File: src/rtl/lcrm_pkg.sv
// ----------------------------------------------------------------------------
// lcrm_pkg
// Shared types and codes of the LRU capacity residency manager: request and
// result words, the table entry layout and the scan status flags.
// ----------------------------------------------------------------------------
package lcrm_pkg;

  localparam int LCRM_MAX_RESIDENT = 16;

  localparam int ID_W    = 16;
  localparam int BYTES_W = 40;
  localparam int TIME_W  = 48;
  localparam int ORDER_W = 32;

  // Request kinds; the unused code behaves as a load placement
  localparam logic [1:0] KIND_SERVE  = 2'd0;
  localparam logic [1:0] KIND_LOAD   = 2'd1;
  localparam logic [1:0] KIND_UNLOAD = 2'd2;

  // Final status codes
  localparam logic [2:0] STATUS_RESIDENT   = 3'd0;
  localparam logic [2:0] STATUS_LOADED     = 3'd1;
  localparam logic [2:0] STATUS_UNLOADED   = 3'd2;
  localparam logic [2:0] STATUS_NOT_LOADED = 3'd3;
  localparam logic [2:0] STATUS_NO_FIT     = 3'd4;

  typedef struct packed {
    logic [1:0]         kind;
    logic [ID_W-1:0]    model_id;
    logic [BYTES_W-1:0] footprint;
    logic [TIME_W-1:0]  now_time;
  } req_t;

  typedef struct packed {
    logic [ID_W-1:0]    evicted_model;
    logic               is_eviction;
    logic [2:0]         status;
    logic [BYTES_W-1:0] bytes_in_use;
    logic               last;
  } rsp_t;

  // One table slot as stored in the entry RAM
  typedef struct packed {
    logic [ID_W-1:0]    model;
    logic [BYTES_W-1:0] bytes;
    logic [TIME_W-1:0]  last_used;
    logic [ORDER_W-1:0] load_order;
  } entry_t;

  // Outcome flags of one pass over the table
  typedef struct packed {
    logic hit;
    logic free_found;
    logic vic_found;
  } scan_flags_t;

endpackage

File: src/rtl/lru_capacity_residency_manager_unit.sv
// ----------------------------------------------------------------------------
// lru_capacity_residency_manager_unit
// Keeps a table of resident models sized in bytes against a capacity; serves,
// loads and unloads models, evicting least recently used entries as needed.
// ----------------------------------------------------------------------------
//
//   Channel | Ports                    | Word   | Handshake
//   --------+--------------------------+--------+---------------------------
//   request | in_valid/in_ready/in_data| req_t  | valid/ready
//   result  | out_valid/out_ready/...  | rsp_t  | valid/ready, 1 + evictions
//   config  | cfg_we/cfg_wdata         | 40 bit | write enable, no wait
//
// One pass over the table reads one slot a cycle from the entry RAM and is
// followed by a decision state. Each eviction starts another pass; the scan
// unit and the single RAM read port set the pace. A stalled result output
// holds the decision state until the result register frees. Reset is
// synchronous and clears the valid bits, byte total, load counter and
// capacity at once.
// ----------------------------------------------------------------------------
module lru_capacity_residency_manager_unit
  import lcrm_pkg::*;
#(
  parameter int MAX_RESIDENT = LCRM_MAX_RESIDENT
) (
  input  logic               clk,
  input  logic               rst_n,
  input  logic               in_valid,
  output logic               in_ready,
  input  req_t               in_data,
  output logic               out_valid,
  input  logic               out_ready,
  output rsp_t               out_data,
  input  logic               cfg_we,
  input  logic [BYTES_W-1:0] cfg_wdata
);

  localparam int IDX_W = $clog2(MAX_RESIDENT);

  typedef enum logic [2:0] {
    S_IDLE   = 3'b001,
    S_SCAN   = 3'b010,
    S_DECIDE = 3'b100
  } state_t;

  state_t                 state_r, state_nxt;
  req_t                   req_r, req_nxt;
  logic [MAX_RESIDENT-1:0] valid_r, valid_nxt;
  logic [BYTES_W-1:0]     used_r, used_nxt;
  logic [BYTES_W-1:0]     cap_r;
  logic [ORDER_W-1:0]     lc_r, lc_nxt;
  logic [IDX_W:0]         scan_cnt_r, scan_cnt_nxt;
  logic                   p_vld_r, p_vld_nxt;
  logic [IDX_W-1:0]       p_idx_r, p_idx_nxt;
  logic                   out_valid_r, out_valid_nxt;
  rsp_t                   out_data_r, out_data_nxt;

  logic                   can_emit;
  logic                   emit;
  rsp_t                   rsp;
  logic                   scan_clr;
  logic                   issue;
  logic                   ram_we;
  logic [IDX_W-1:0]       ram_waddr;
  entry_t                 ram_wdata;
  logic [$bits(entry_t)-1:0] ram_rdata;
  entry_t                 rd_entry;

  scan_flags_t            flags;
  logic [IDX_W-1:0]       hit_idx, free_idx, vic_idx;
  entry_t                 hit_entry, vic_entry;
  logic [IDX_W:0]         cnt;

  logic [BYTES_W:0]       used_need;
  logic                   fits;
  logic                   full;

  // Entry table storage
  lcrm_ram #(
    .WIDTH ($bits(entry_t)),
    .DEPTH (MAX_RESIDENT)
  ) u_ram (
    .clk   (clk),
    .we    (ram_we),
    .waddr (ram_waddr),
    .wdata (ram_wdata),
    .raddr (scan_cnt_r[IDX_W-1:0]),
    .rdata (ram_rdata)
  );

  assign rd_entry = entry_t'(ram_rdata);

  // Compare unit walking the table
  lcrm_scan #(
    .MAX_RESIDENT (MAX_RESIDENT)
  ) u_scan (
    .clk       (clk),
    .rst_n     (rst_n),
    .clr       (scan_clr),
    .elem_vld  (p_vld_r),
    .elem_idx  (p_idx_r),
    .elem_on   (valid_r[p_idx_r]),
    .elem      (rd_entry),
    .req_id    (req_r.model_id),
    .load_cnt  (lc_r),
    .flags     (flags),
    .hit_idx   (hit_idx),
    .hit_entry (hit_entry),
    .free_idx  (free_idx),
    .vic_idx   (vic_idx),
    .vic_entry (vic_entry),
    .cnt       (cnt)
  );

  // Fit test against capacity, one bit wider so the sum cannot wrap
  assign used_need = {1'b0, used_r} + {1'b0, req_r.footprint};
  assign fits      = used_need <= {1'b0, cap_r};
  assign full      = cnt == (IDX_W + 1)'(MAX_RESIDENT);

  assign can_emit = !out_valid_r || out_ready;
  assign in_ready = state_r == S_IDLE;
  assign issue    = (state_r == S_SCAN) && (scan_cnt_r < (IDX_W + 1)'(MAX_RESIDENT));

  // Sequencer
  always_comb begin
    state_nxt    = state_r;
    req_nxt      = req_r;
    valid_nxt    = valid_r;
    used_nxt     = used_r;
    lc_nxt       = lc_r;
    scan_cnt_nxt = scan_cnt_r;
    p_vld_nxt    = issue;
    p_idx_nxt    = scan_cnt_r[IDX_W-1:0];
    scan_clr     = 1'b0;
    emit         = 1'b0;
    rsp          = '0;
    ram_we       = 1'b0;
    ram_waddr    = '0;
    ram_wdata    = '0;

    if (issue) begin
      scan_cnt_nxt = scan_cnt_r + 1'b1;
    end

    unique case (state_r)
      S_IDLE: begin
        if (in_valid) begin
          req_nxt      = in_data;
          scan_clr     = 1'b1;
          scan_cnt_nxt = '0;
          state_nxt    = S_SCAN;
        end
      end

      S_SCAN: begin
        if (p_vld_r && (p_idx_r == IDX_W'(MAX_RESIDENT - 1))) begin
          state_nxt = S_DECIDE;
        end
      end

      S_DECIDE: begin
        if (can_emit) begin
          emit     = 1'b1;
          rsp.last = 1'b1;
          priority if (req_r.kind == KIND_UNLOAD) begin
            // Drop the entry if resident
            if (flags.hit) begin
              valid_nxt[hit_idx] = 1'b0;
              used_nxt   = used_r - hit_entry.bytes;
              rsp.status = STATUS_UNLOADED;
            end else begin
              rsp.status = STATUS_NOT_LOADED;
            end
            state_nxt = S_IDLE;
          end else if (flags.hit) begin
            // Refresh the stamp on a serve hit
            if (req_r.kind == KIND_SERVE) begin
              ram_we              = 1'b1;
              ram_waddr           = hit_idx;
              ram_wdata           = hit_entry;
              ram_wdata.last_used = req_r.now_time;
            end
            rsp.status = STATUS_RESIDENT;
            state_nxt  = S_IDLE;
          end else if ((!fits || full) && flags.vic_found) begin
            // Evict the victim and walk the table again
            valid_nxt[vic_idx] = 1'b0;
            used_nxt          = used_r - vic_entry.bytes;
            rsp.evicted_model = vic_entry.model;
            rsp.is_eviction   = 1'b1;
            rsp.status        = STATUS_RESIDENT;
            rsp.last          = 1'b0;
            scan_clr          = 1'b1;
            scan_cnt_nxt      = '0;
            state_nxt         = S_SCAN;
          end else if (fits && flags.free_found) begin
            // Load into the first free slot
            valid_nxt[free_idx] = 1'b1;
            ram_we               = 1'b1;
            ram_waddr            = free_idx;
            ram_wdata.model      = req_r.model_id;
            ram_wdata.bytes      = req_r.footprint;
            ram_wdata.last_used  = req_r.now_time;
            ram_wdata.load_order = lc_r;
            lc_nxt               = lc_r + 1'b1;
            used_nxt             = used_need[BYTES_W-1:0];
            rsp.status           = STATUS_LOADED;
            state_nxt            = S_IDLE;
          end else begin
            rsp.status = STATUS_NO_FIT;
            state_nxt  = S_IDLE;
          end
          rsp.bytes_in_use = used_nxt;
        end
      end

      default: begin
        state_nxt = S_IDLE;
      end
    endcase
  end

  // Result register
  always_comb begin
    out_valid_nxt = out_valid_r;
    out_data_nxt  = out_data_r;
    if (emit) begin
      out_valid_nxt = 1'b1;
      out_data_nxt  = rsp;
    end else if (out_ready) begin
      out_valid_nxt = 1'b0;
    end
  end

  // Control state
  always_ff @(posedge clk) begin
    if (!rst_n) begin
      state_r     <= S_IDLE;
      valid_r     <= '0;
      used_r      <= '0;
      cap_r       <= '0;
      lc_r        <= '0;
      scan_cnt_r  <= '0;
      p_vld_r     <= 1'b0;
      out_valid_r <= 1'b0;
    end else begin
      state_r     <= state_nxt;
      valid_r     <= valid_nxt;
      used_r      <= used_nxt;
      lc_r        <= lc_nxt;
      scan_cnt_r  <= scan_cnt_nxt;
      p_vld_r     <= p_vld_nxt;
      out_valid_r <= out_valid_nxt;
      if (cfg_we) begin
        cap_r <= cfg_wdata;
      end
    end
  end

  // Payload
  always_ff @(posedge clk) begin
    req_r      <= req_nxt;
    p_idx_r    <= p_idx_nxt;
    out_data_r <= out_data_nxt;
  end

  assign out_valid = out_valid_r;
  assign out_data  = out_data_r;

endmodule

File: src/rtl/lcrm_ram.sv
// ----------------------------------------------------------------------------
// lcrm_ram
// Generic single-write, single-read RAM with registered read data.
// ----------------------------------------------------------------------------
module lcrm_ram #(
  parameter int WIDTH = 8,
  parameter int DEPTH = 16
) (
  input  logic                     clk,
  input  logic                     we,
  input  logic [$clog2(DEPTH)-1:0] waddr,
  input  logic [WIDTH-1:0]         wdata,
  input  logic [$clog2(DEPTH)-1:0] raddr,
  output logic [WIDTH-1:0]         rdata
);

  logic [WIDTH-1:0] mem [DEPTH];
  logic [WIDTH-1:0] rdata_r;

  // Write port
  always_ff @(posedge clk) begin
    if (we) begin
      mem[waddr] <= wdata;
    end
  end

  // Registered read port
  always_ff @(posedge clk) begin
    rdata_r <= mem[raddr];
  end

  assign rdata = rdata_r;

endmodule

File: src/rtl/lcrm_scan.sv
// ----------------------------------------------------------------------------
// lcrm_scan
// Table scan unit: takes one slot a cycle and keeps the running hit match,
// first free slot, valid count and least recently used victim.
// ----------------------------------------------------------------------------
module lcrm_scan
  import lcrm_pkg::*;
#(
  parameter int MAX_RESIDENT = LCRM_MAX_RESIDENT
) (
  input  logic                            clk,
  input  logic                            rst_n,
  input  logic                            clr,
  input  logic                            elem_vld,
  input  logic [$clog2(MAX_RESIDENT)-1:0] elem_idx,
  input  logic                            elem_on,
  input  entry_t                          elem,
  input  logic [ID_W-1:0]                 req_id,
  input  logic [ORDER_W-1:0]              load_cnt,
  output scan_flags_t                     flags,
  output logic [$clog2(MAX_RESIDENT)-1:0] hit_idx,
  output entry_t                          hit_entry,
  output logic [$clog2(MAX_RESIDENT)-1:0] free_idx,
  output logic [$clog2(MAX_RESIDENT)-1:0] vic_idx,
  output entry_t                          vic_entry,
  output logic [$clog2(MAX_RESIDENT):0]   cnt
);

  localparam int IDX_W = $clog2(MAX_RESIDENT);

  scan_flags_t          flags_r, flags_nxt;
  logic [IDX_W:0]       cnt_r, cnt_nxt;
  logic [IDX_W-1:0]     hit_idx_r, hit_idx_nxt;
  logic [IDX_W-1:0]     free_idx_r, free_idx_nxt;
  logic [IDX_W-1:0]     vic_idx_r, vic_idx_nxt;
  entry_t               hit_entry_r, hit_entry_nxt;
  entry_t               vic_entry_r, vic_entry_nxt;
  logic [ORDER_W-1:0]   vic_age_r, vic_age_nxt;
  logic [ORDER_W-1:0]   age;
  logic                 older;

  // Age since load, modulo the counter width; larger is earlier loaded
  assign age = load_cnt - elem.load_order;

  // Candidate beats the current victim: older stamp, or same stamp loaded earlier
  assign older = !flags_r.vic_found ||
                 (elem.last_used < vic_entry_r.last_used) ||
                 ((elem.last_used == vic_entry_r.last_used) && (age > vic_age_r));

  always_comb begin
    flags_nxt     = flags_r;
    cnt_nxt       = cnt_r;
    hit_idx_nxt   = hit_idx_r;
    hit_entry_nxt = hit_entry_r;
    free_idx_nxt  = free_idx_r;
    vic_idx_nxt   = vic_idx_r;
    vic_entry_nxt = vic_entry_r;
    vic_age_nxt   = vic_age_r;
    if (clr) begin
      flags_nxt = '0;
      cnt_nxt   = '0;
    end else if (elem_vld) begin
      if (elem_on) begin
        cnt_nxt = cnt_r + 1'b1;
        // First slot holding the requested model
        if (!flags_r.hit && (elem.model == req_id)) begin
          flags_nxt.hit = 1'b1;
          hit_idx_nxt   = elem_idx;
          hit_entry_nxt = elem;
        end
        // Track the least recently used slot
        if (older) begin
          flags_nxt.vic_found = 1'b1;
          vic_idx_nxt         = elem_idx;
          vic_entry_nxt       = elem;
          vic_age_nxt         = age;
        end
      end else if (!flags_r.free_found) begin
        flags_nxt.free_found = 1'b1;
        free_idx_nxt         = elem_idx;
      end
    end
  end

  // Control flags and count
  always_ff @(posedge clk) begin
    if (!rst_n) begin
      flags_r <= '0;
      cnt_r   <= '0;
    end else begin
      flags_r <= flags_nxt;
      cnt_r   <= cnt_nxt;
    end
  end

  // Captured slot data
  always_ff @(posedge clk) begin
    hit_idx_r   <= hit_idx_nxt;
    hit_entry_r <= hit_entry_nxt;
    free_idx_r  <= free_idx_nxt;
    vic_idx_r   <= vic_idx_nxt;
    vic_entry_r <= vic_entry_nxt;
    vic_age_r   <= vic_age_nxt;
  end

  assign flags     = flags_r;
  assign cnt       = cnt_r;
  assign hit_idx   = hit_idx_r;
  assign hit_entry = hit_entry_r;
  assign free_idx  = free_idx_r;
  assign vic_idx   = vic_idx_r;
  assign vic_entry = vic_entry_r;

endmodule

File: config.mk
export PLATFORM = sky130hd
export DESIGN_NAME = lru_capacity_residency_manager_unit
export DESIGN_NICKNAME = d
export VERILOG_FILES = /design/src/rtl/lcrm_pkg.sv /design/src/rtl/lru_capacity_residency_manager_unit.sv /design/src/rtl/lcrm_ram.sv /design/src/rtl/lcrm_scan.sv
export SDC_FILE = /design/constraint.sdc
export NUM_CORES = 2
export LEC_CHECK = 0
export BUFFER_PORTS_ARGS = -buffer_cell sky130_fd_sc_hd__buf_4
export CAP_MARGIN = 20
export CORE_AREA = 2 2 465 467
export CTS_CLUSTER_DIAMETER = 50
export DETAILED_ROUTE_END_ITERATION = 8
export DIE_AREA = 0 0 467 469
export PLACE_DENSITY = 0.81
export SLEW_MARGIN = 30
export SYNTH_ARGS = -nofsm -noshare
export SYNTH_HDL_FRONTEND = slang
export SYNTH_SLANG_ARGS = --single-unit
File: constraint.sdc
create_clock -name clk -period 23.1 [get_ports clk]
set_input_delay 2.31 -clock clk [delete_from_list [all_inputs] [get_ports clk]]
set_output_delay 2.31 -clock clk [all_outputs]
set_load 0.03 [all_outputs]
After elaboration in Yosys (flattened, before gate mapping) --
Memory sizes are Yosys's and may differ from the RTL's. A register that Yosys moved wholly into a read port is not among the register bits. Cells that the tools add are included.
Operators by class: add/sub/neg operators 7, $lt $le $gt $ge 11, eq/ne operators 13, multiplexer cells 74, bitwise gates (word level) 14, reduce and logical (&&, ||, !) cells 35
Operators by type and width (number):
- $mux 136 | 7
- $mux 40 | 5
- $mux 16 | 5
- $sub 40x40->40 | 2
- $eq 48x48->1 | 1
- $lt 48x48->1 | 1
- $add 40x40->41 | 1
- $le 41x40->1 | 1
- $add 32x1->32 const B | 1
- $and 16x16->16 | 2
- $gt 32x32->1 | 1
- $not 16->16 | 2
- $sub 32x32->32 | 1
- $mux 5 | 6
- $mux 4 | 7
- $mux 1 | 27
- $mux 3 | 7
- $lt 4x5->1 const B | 4
- $eq 16x16->1 | 1
- $or 16x16->16 | 1
- $demux 1 s4 | 3
- $ge 4x1->1 const B | 3
- $reduce_and 4->1 | 3
- $add 5x1->5 const B | 2
- other kinds (28) | 60
Storage, ports and cells: register bits 553, memory bits (writable) 2176, input port bits 151, output and inout port bits 63, logic and storage cells 187, memories 1
Memory list:
- u_ram.mem | depth 16, width 136, rd ports 1, clocked after memory_dff 1, write ports 1, line lcrm_ram.sv:17 | logic [WIDTH-1:0] mem [DEPTH];

Depth between registers and ports, before layout --
depth in word-level cells 12, mapped depth 26, gate-level depth less buffers 25

Modules after synthesis --
From an unflattened synthesis, not the netlist that was laid out.
Unflattened totals: cell total of the unflattened synthesis 6924, area, all modules 119617.2 um^2
By module, submodules not included:
- lcrm_ram | times used 1, cells an instance 3548, area an instance 84347.1 um^2, sequential area each 68065.3 um^2
- lru_capacity_residency_manager_unit | times used 1, cells an instance 2469, area an instance 21578.2 um^2, sequential area each 7857.5 um^2
- lcrm_scan | times used 1, cells an instance 907, area an instance 13691.9 um^2, sequential area each 9649.3 um^2

Least setup slack after synthesis --
No wires, ideal clock.
kind register to register, start point register req_r[69] (netlist bit), end point register u_scan.hit_entry_r, in the netlist u_scan.hit_entry[0] (enable), library setup time 655 ps, arrival time 10709 ps, required time 22445 ps, setup slack 11735 ps, cell stages (with the launch flop) 22, path buffers 2, period minus slack after synthesis 11365 ps, cell sequence edfxtp_1 -> ha_1 -> clkbuf_1 -> and3_1 -> and2_1 -> a221oi_1 -> o211ai_1 -> o21a_1 -> a211o_1 -> a21oi_1 -> xnor2_1 -> ha_1 -> nand4_1 -> or2_2 -> nor3_1 -> a21oi_1 -> nor2_1 -> o2111ai_2 -> o21ai_2 -> buf_6 -> nor2_1 -> nor3_1
On the way: word-level cells in the longest chain between the ends 12
RTL lines:
- start: declaration | line lru_capacity_residency_manager_unit.sv:46 | req_t req_r, req_nxt;
- start signal: assignment | line lru_capacity_residency_manager_unit.sv:261 | req_r <= req_nxt;
- $add 40x40->41 | line lru_capacity_residency_manager_unit.sv:115 | assign used_need = {1'b0, used_r} + {1'b0, req_r.footprint};
- $le 41x40->1 | line lru_capacity_residency_manager_unit.sv:116 | assign fits = used_need <= {1'b0, cap_r};
- $logic_not 1->1 | line lru_capacity_residency_manager_unit.sv:184 | end else if ((!fits || full) && flags.vic_found) begin
- $logic_or 1x1->1 | line lru_capacity_residency_manager_unit.sv:184
- $logic_and 1x1->1 | line lru_capacity_residency_manager_unit.sv:184
- $mux 1 | line lru_capacity_residency_manager_unit.sv:184
- $mux 1 | line lru_capacity_residency_manager_unit.sv:174 | end else if (flags.hit) begin
- $mux 1 | line lru_capacity_residency_manager_unit.sv:164 | priority if (req_r.kind == KIND_UNLOAD) begin
- $mux 1 | line lru_capacity_residency_manager_unit.sv:161 | if (can_emit) begin
- $pmux 1 s2 | line lru_capacity_residency_manager_unit.sv:144 | unique case (state_r)
- $not 1->1 (no line)
- $reduce_and 4->1 (no line)
- end signal: assignment | line lcrm_scan.sv:99 | hit_entry_r <= hit_entry_nxt;
- end: declaration | line lcrm_scan.sv:36 | entry_t hit_entry_r, hit_entry_nxt;
Every way passes these cells. A chain may end at the register's enable or synchronous reset.

Final worst setup path --
start point register req_r[51] (netlist bit), end point memory u_ram.mem[13][74] (netlist bit) (enable)
On the way: word-level cells in the longest chain between the ends 12, elaborated cells between the ends (all ways) 20, those cells by class 1 x add/sub; 1 x order compare; 14 x mux; 4 x reduce/logical
RTL lines:
- $add 40x40->41 * | line lru_capacity_residency_manager_unit.sv:115
- $le 41x40->1 * | line lru_capacity_residency_manager_unit.sv:116
- $logic_not 1->1 | line lru_capacity_residency_manager_unit.sv:184
- $logic_or 1x1->1 | line lru_capacity_residency_manager_unit.sv:184
- $logic_and 1x1->1 | line lru_capacity_residency_manager_unit.sv:184
- $mux 1 | line lru_capacity_residency_manager_unit.sv:184
- $mux 1 | line lru_capacity_residency_manager_unit.sv:174
- $mux 1 | line lru_capacity_residency_manager_unit.sv:164
- $mux 1 | line lru_capacity_residency_manager_unit.sv:161
- $mux 1 | line lru_capacity_residency_manager_unit.sv:144
- $mux 1 | line lcrm_ram.sv:22 | if (we) begin
- $mux 1 (implied by the code) | line lcrm_ram.sv:23 | mem[waddr] <= wdata;
- end: declaration | line lcrm_ram.sv:17
Every way passes the cells marked *; elsewhere a longest branch is shown, timed or not.

==> flow_metrics.env <==
export IMPL_outcome="finished clean"
export IMPL_yosys_area_share_xor_xnor_pct=1.29
export IMPL_grt_pass1_wl_um=457000
export IMPL_grt_use_total_pct=28.6
export IMPL_p_leak_nw=46.8
export IMPL_tns_ns=0
export IMPL_powerDensity_nw_per_um2=80.7
export IMPL_synthFlopType="edfxtp_1"
export IMPL_cts_resized=0
export IMPL_crit_family="compound AO/OA/AOI/OAI gates"
export IMPL_synthAdderAreaFrac_pct=2.99
export IMPL_vdd_drop_max_mv=0.0795
export IMPL_gr_total_overflow=0
export IMPL_crit_arrival_ns=10.26
export IMPL_yosysUniqueCellTypes=101
export IMPL_cp_end_kind="register"
export IMPL_post_cts_buffers=0
export IMPL_worstMarginPinSlew_ns=1.07
export IMPL_worstReg2RegEnd="u_ram.mem[13][74]"
export IMPL_drtAntennaViolNets=0
export IMPL_dp_hpwl_um=178000
export IMPL_fillers=14100
export IMPL_max_stage_delay_ns=0.87
export IMPL_area_delta_synth_final_pct=13.3
export IMPL_numCtsBuffers=310
export IMPL_die_height_um=469
export IMPL_period_share_pct=42.0
export IMPL_initial_core_util_pct=54.8
export IMPL_synth_cells=6458
export IMPL_fin_skew_ns=0.150
export IMPL_slew_headroom_pct=28.9
export IMPL_synth_top_family_by_area="multiplexers"
export IMPL_drv_cap=0
export IMPL_dr_pass1_iters=6
export IMPL_grt_start_max_net_pins=162
export IMPL_synth_area_per_cell_um2=18.1
export IMPL_finalHoldViolCount=0
export IMPL_synth_seq_area_share_pct=71.0
export IMPL_fin_crit_ns=9.70
export IMPL_hold_slack_ns=0.407
export IMPL_core_area_um2=214000
export IMPL_clockRootBuffer="clkbuf_16"
export IMPL_wl_per_cell_um=31.8
export IMPL_synth_cell_area_um2=117000
export IMPL_synthArstFlopShare_pct=0
export IMPL_cts_tree="built"
export IMPL_rows=170
export IMPL_slew_viol_final=0
export IMPL_clk_pin_slew_worst_paths_ns=0.07
export IMPL_rsz0062_at_grt="no"
export IMPL_cts_sinks=2865
export IMPL_critPathKind="reg -> reg"
export IMPL_totalWireLength_um=316000
export IMPL_syn_nets=6887
export IMPL_critPathLaunchType="register"
export IMPL_antenna_found_initial=11
export IMPL_synth_edf_count=2579
export IMPL_crit_buf_inv=3
export IMPL_path_depth=25
export IMPL_drive_above_1_share_pct=22.3
export IMPL_yosys_area_share_simple_pct=3.85
export IMPL_muxShareOfSynthArea_pct=13.7
export IMPL_min_from="u_ram.rdata[26]"
export IMPL_antenna_cells=0
export IMPL_fin_area_um2=133000
export IMPL_hold_depth=0
export IMPL_hold_buffers=0
export IMPL_nNetsFinal=7291
export IMPL_grt_pass1_vias=66300
export IMPL_drt_vias_per_instance=6.63
export IMPL_crit_fanout=67
export IMPL_gp_congestion=0.974
export IMPL_hold_path_class="reg -> reg"
export IMPL_r2r_cells=25
export IMPL_drc=0
export IMPL_drtIter0Drc=9015
export IMPL_synth_compound_area_share_pct=5.37
export IMPL_r2r_start="req_r[51]"
export IMPL_pin_count=214
export IMPL_dieArea_um2=219000
export IMPL_post_dp_cell_area_um2=123000
export IMPL_slowest_stage="buf_4"
export IMPL_max_clock_path_buffers=4
export IMPL_vias=65900
export IMPL_yosysWarnings=0
export IMPL_setup_viol_count_final=0
export IMPL_htree_levels=5
export IMPL_clock_latency_ns=0.99
export IMPL_worstHoldEndpoint="u_scan.hit_entry[26]"
export IMPL_portBuffers=213
export IMPL_ff2ff_setup_slack_ns=13.40
export IMPL_worstPathRequired_ns=23.66
export IMPL_synth_seq_cells=2865
export IMPL_die_w_um=467
export IMPL_fmax_ghz=0.103
==> cells by family after synthesis <==
| kind of cell | count (synthesis) |
|---|---|
| AOI/OAI and AO/OA | 942 |
| xor gates and xnor gates | 173 |
| adders and majority gates | 278 |
| buffers and inverters | 552 |
| DFF | 2865 |
| muxes | 742 |
| and+or+nand+nor | 906 |
==> metrics by stage <==
stage,std cells,util [%],power [W],worst slack [ns]
finish,9935,62.1,0.0107,13.40
global route,9935,62.1,0.0109,13.03
CTS,9927,62.0,0.0107,13.32
detailed placement,9380,57.3,0.00592,13.36
global placement,9378,57.3,0.00591,13.10
floorplan,6458,-,0.00583,11.74
==> where the power goes <==
group	internal (W)	switching, W
Combinational	0.0000771	0.000123
Sequential	0.00559	0.0000170
Clock	0.00287	0.00203
==> flip-flops by register name, summed over array words and instances, names as in the netlist, 5 cells and up <==
| name | cells |
|---|---|
| u_scan.vic_age_r | 32 |
| u_scan.hit_entry | 88 |
| valid_r | 16 |
| u_scan.vic_entry | 104 |
| out_data | 61 |
| scan_cnt_r | 5 |
| used_r | 40 |
| cap_r | 40 |
| lc_r | 32 |
| req_r | 106 |
| u_scan.cnt | 5 |
| u_ram.rdata | 136 |
| u_ram.mem | 2176 |
==> routing by layer <==
metal | up-vias | track usage (%) | share of wire [%]
met5 | - | 0 | 0.023
met4 | 10 | 10.5 | 4.0
met3 | 771 | 5.13 | 9.8
met2 | 4464 | 46.7 | 49
met1 | 33900 | 38.8 | 37
li1 | 26800 | - | -
==> cell usage in the layout (no fill, tap or decap), types with 50 or more instances in the layout <==
cell / instances
edfxtp_1: 2579
mux4_2: 685
buf_4: 330
clkbuf_16: 318
dfxtp_1: 281
inv_1: 279
ha_1: 274
nand2_1: 239
o21ai_0: 225
a21oi_1: 217
nor2_1: 209
xnor2_1: 112
a21o_1: 86
and2_1: 74
nand3_1: 71
clkbuf_1: 66
xor2_1: 61
o21a_1: 53
mux2i_1: 53
nand4_1: 50
==> worst max-delay path by stage <==
stage / startpoint / slack [ns] / to
after floorplan: req_r[69] / 11.74 / u_scan.hit_entry[0]
after global placement: req_r[51] / 13.10 / u_ram.mem[13][75]
after detailed placement: used_r[1] / 13.36 / u_ram.mem[12][74]
after CTS: used_r[1] / 13.32 / u_ram.mem[12][74]
after global routing: used_r[1] / 13.03 / u_ram.mem[13][69]
final: req_r[51] / 13.40 / u_ram.mem[13][74]
==> final cells by class <==
cell class	instances	area (µm²)	area share (%)
clock buffer	403	8470	6.38
clock inverter	144	1500	1.13
inverter	283	1060	0.802
multi-input combinational	3041	32000	24.1
sequential	2865	83200	62.6
tap	2838	3550	2.67
timing repair buffer	361	2970	2.24
==> synth_stat cells (21+ instances only) <==
library cell | n | share of area, %
nor2b_1 | 30 | 0.16
o31ai_1 | 21 | 0.13
nand4_1 | 50 | 0.27
a21oi_1 | 217 | 0.93
mux2i_1 | 53 | 0.45
o211ai_1 | 34 | 0.22
and2_1 | 75 | 0.40
xor2_1 | 61 | 0.46
a211oi_1 | 34 | 0.22
inv_1 | 280 | 0.90
nor2_1 | 228 | 0.73
nor3_1 | 43 | 0.18
nand3_1 | 72 | 0.31
mux4_2 | 685 | 13
clkbuf_1 | 184 | 0.59
edfxtp_1 | 2579 | 66
a22o_1 | 48 | 0.36
xnor2_1 | 112 | 0.84
dfxtp_1 | 286 | 4.9
o21a_1 | 53 | 0.34
a31oi_1 | 24 | 0.13
nand2b_1 | 45 | 0.24
ha_1 | 274 | 2.9
buf_1 | 57 | 0.18
nand2_1 | 240 | 0.77
o21ai_0 | 229 | 0.98
a21o_1 | 86 | 0.55
and3_1 | 36 | 0.19
(Power assumes the default switching activity.)
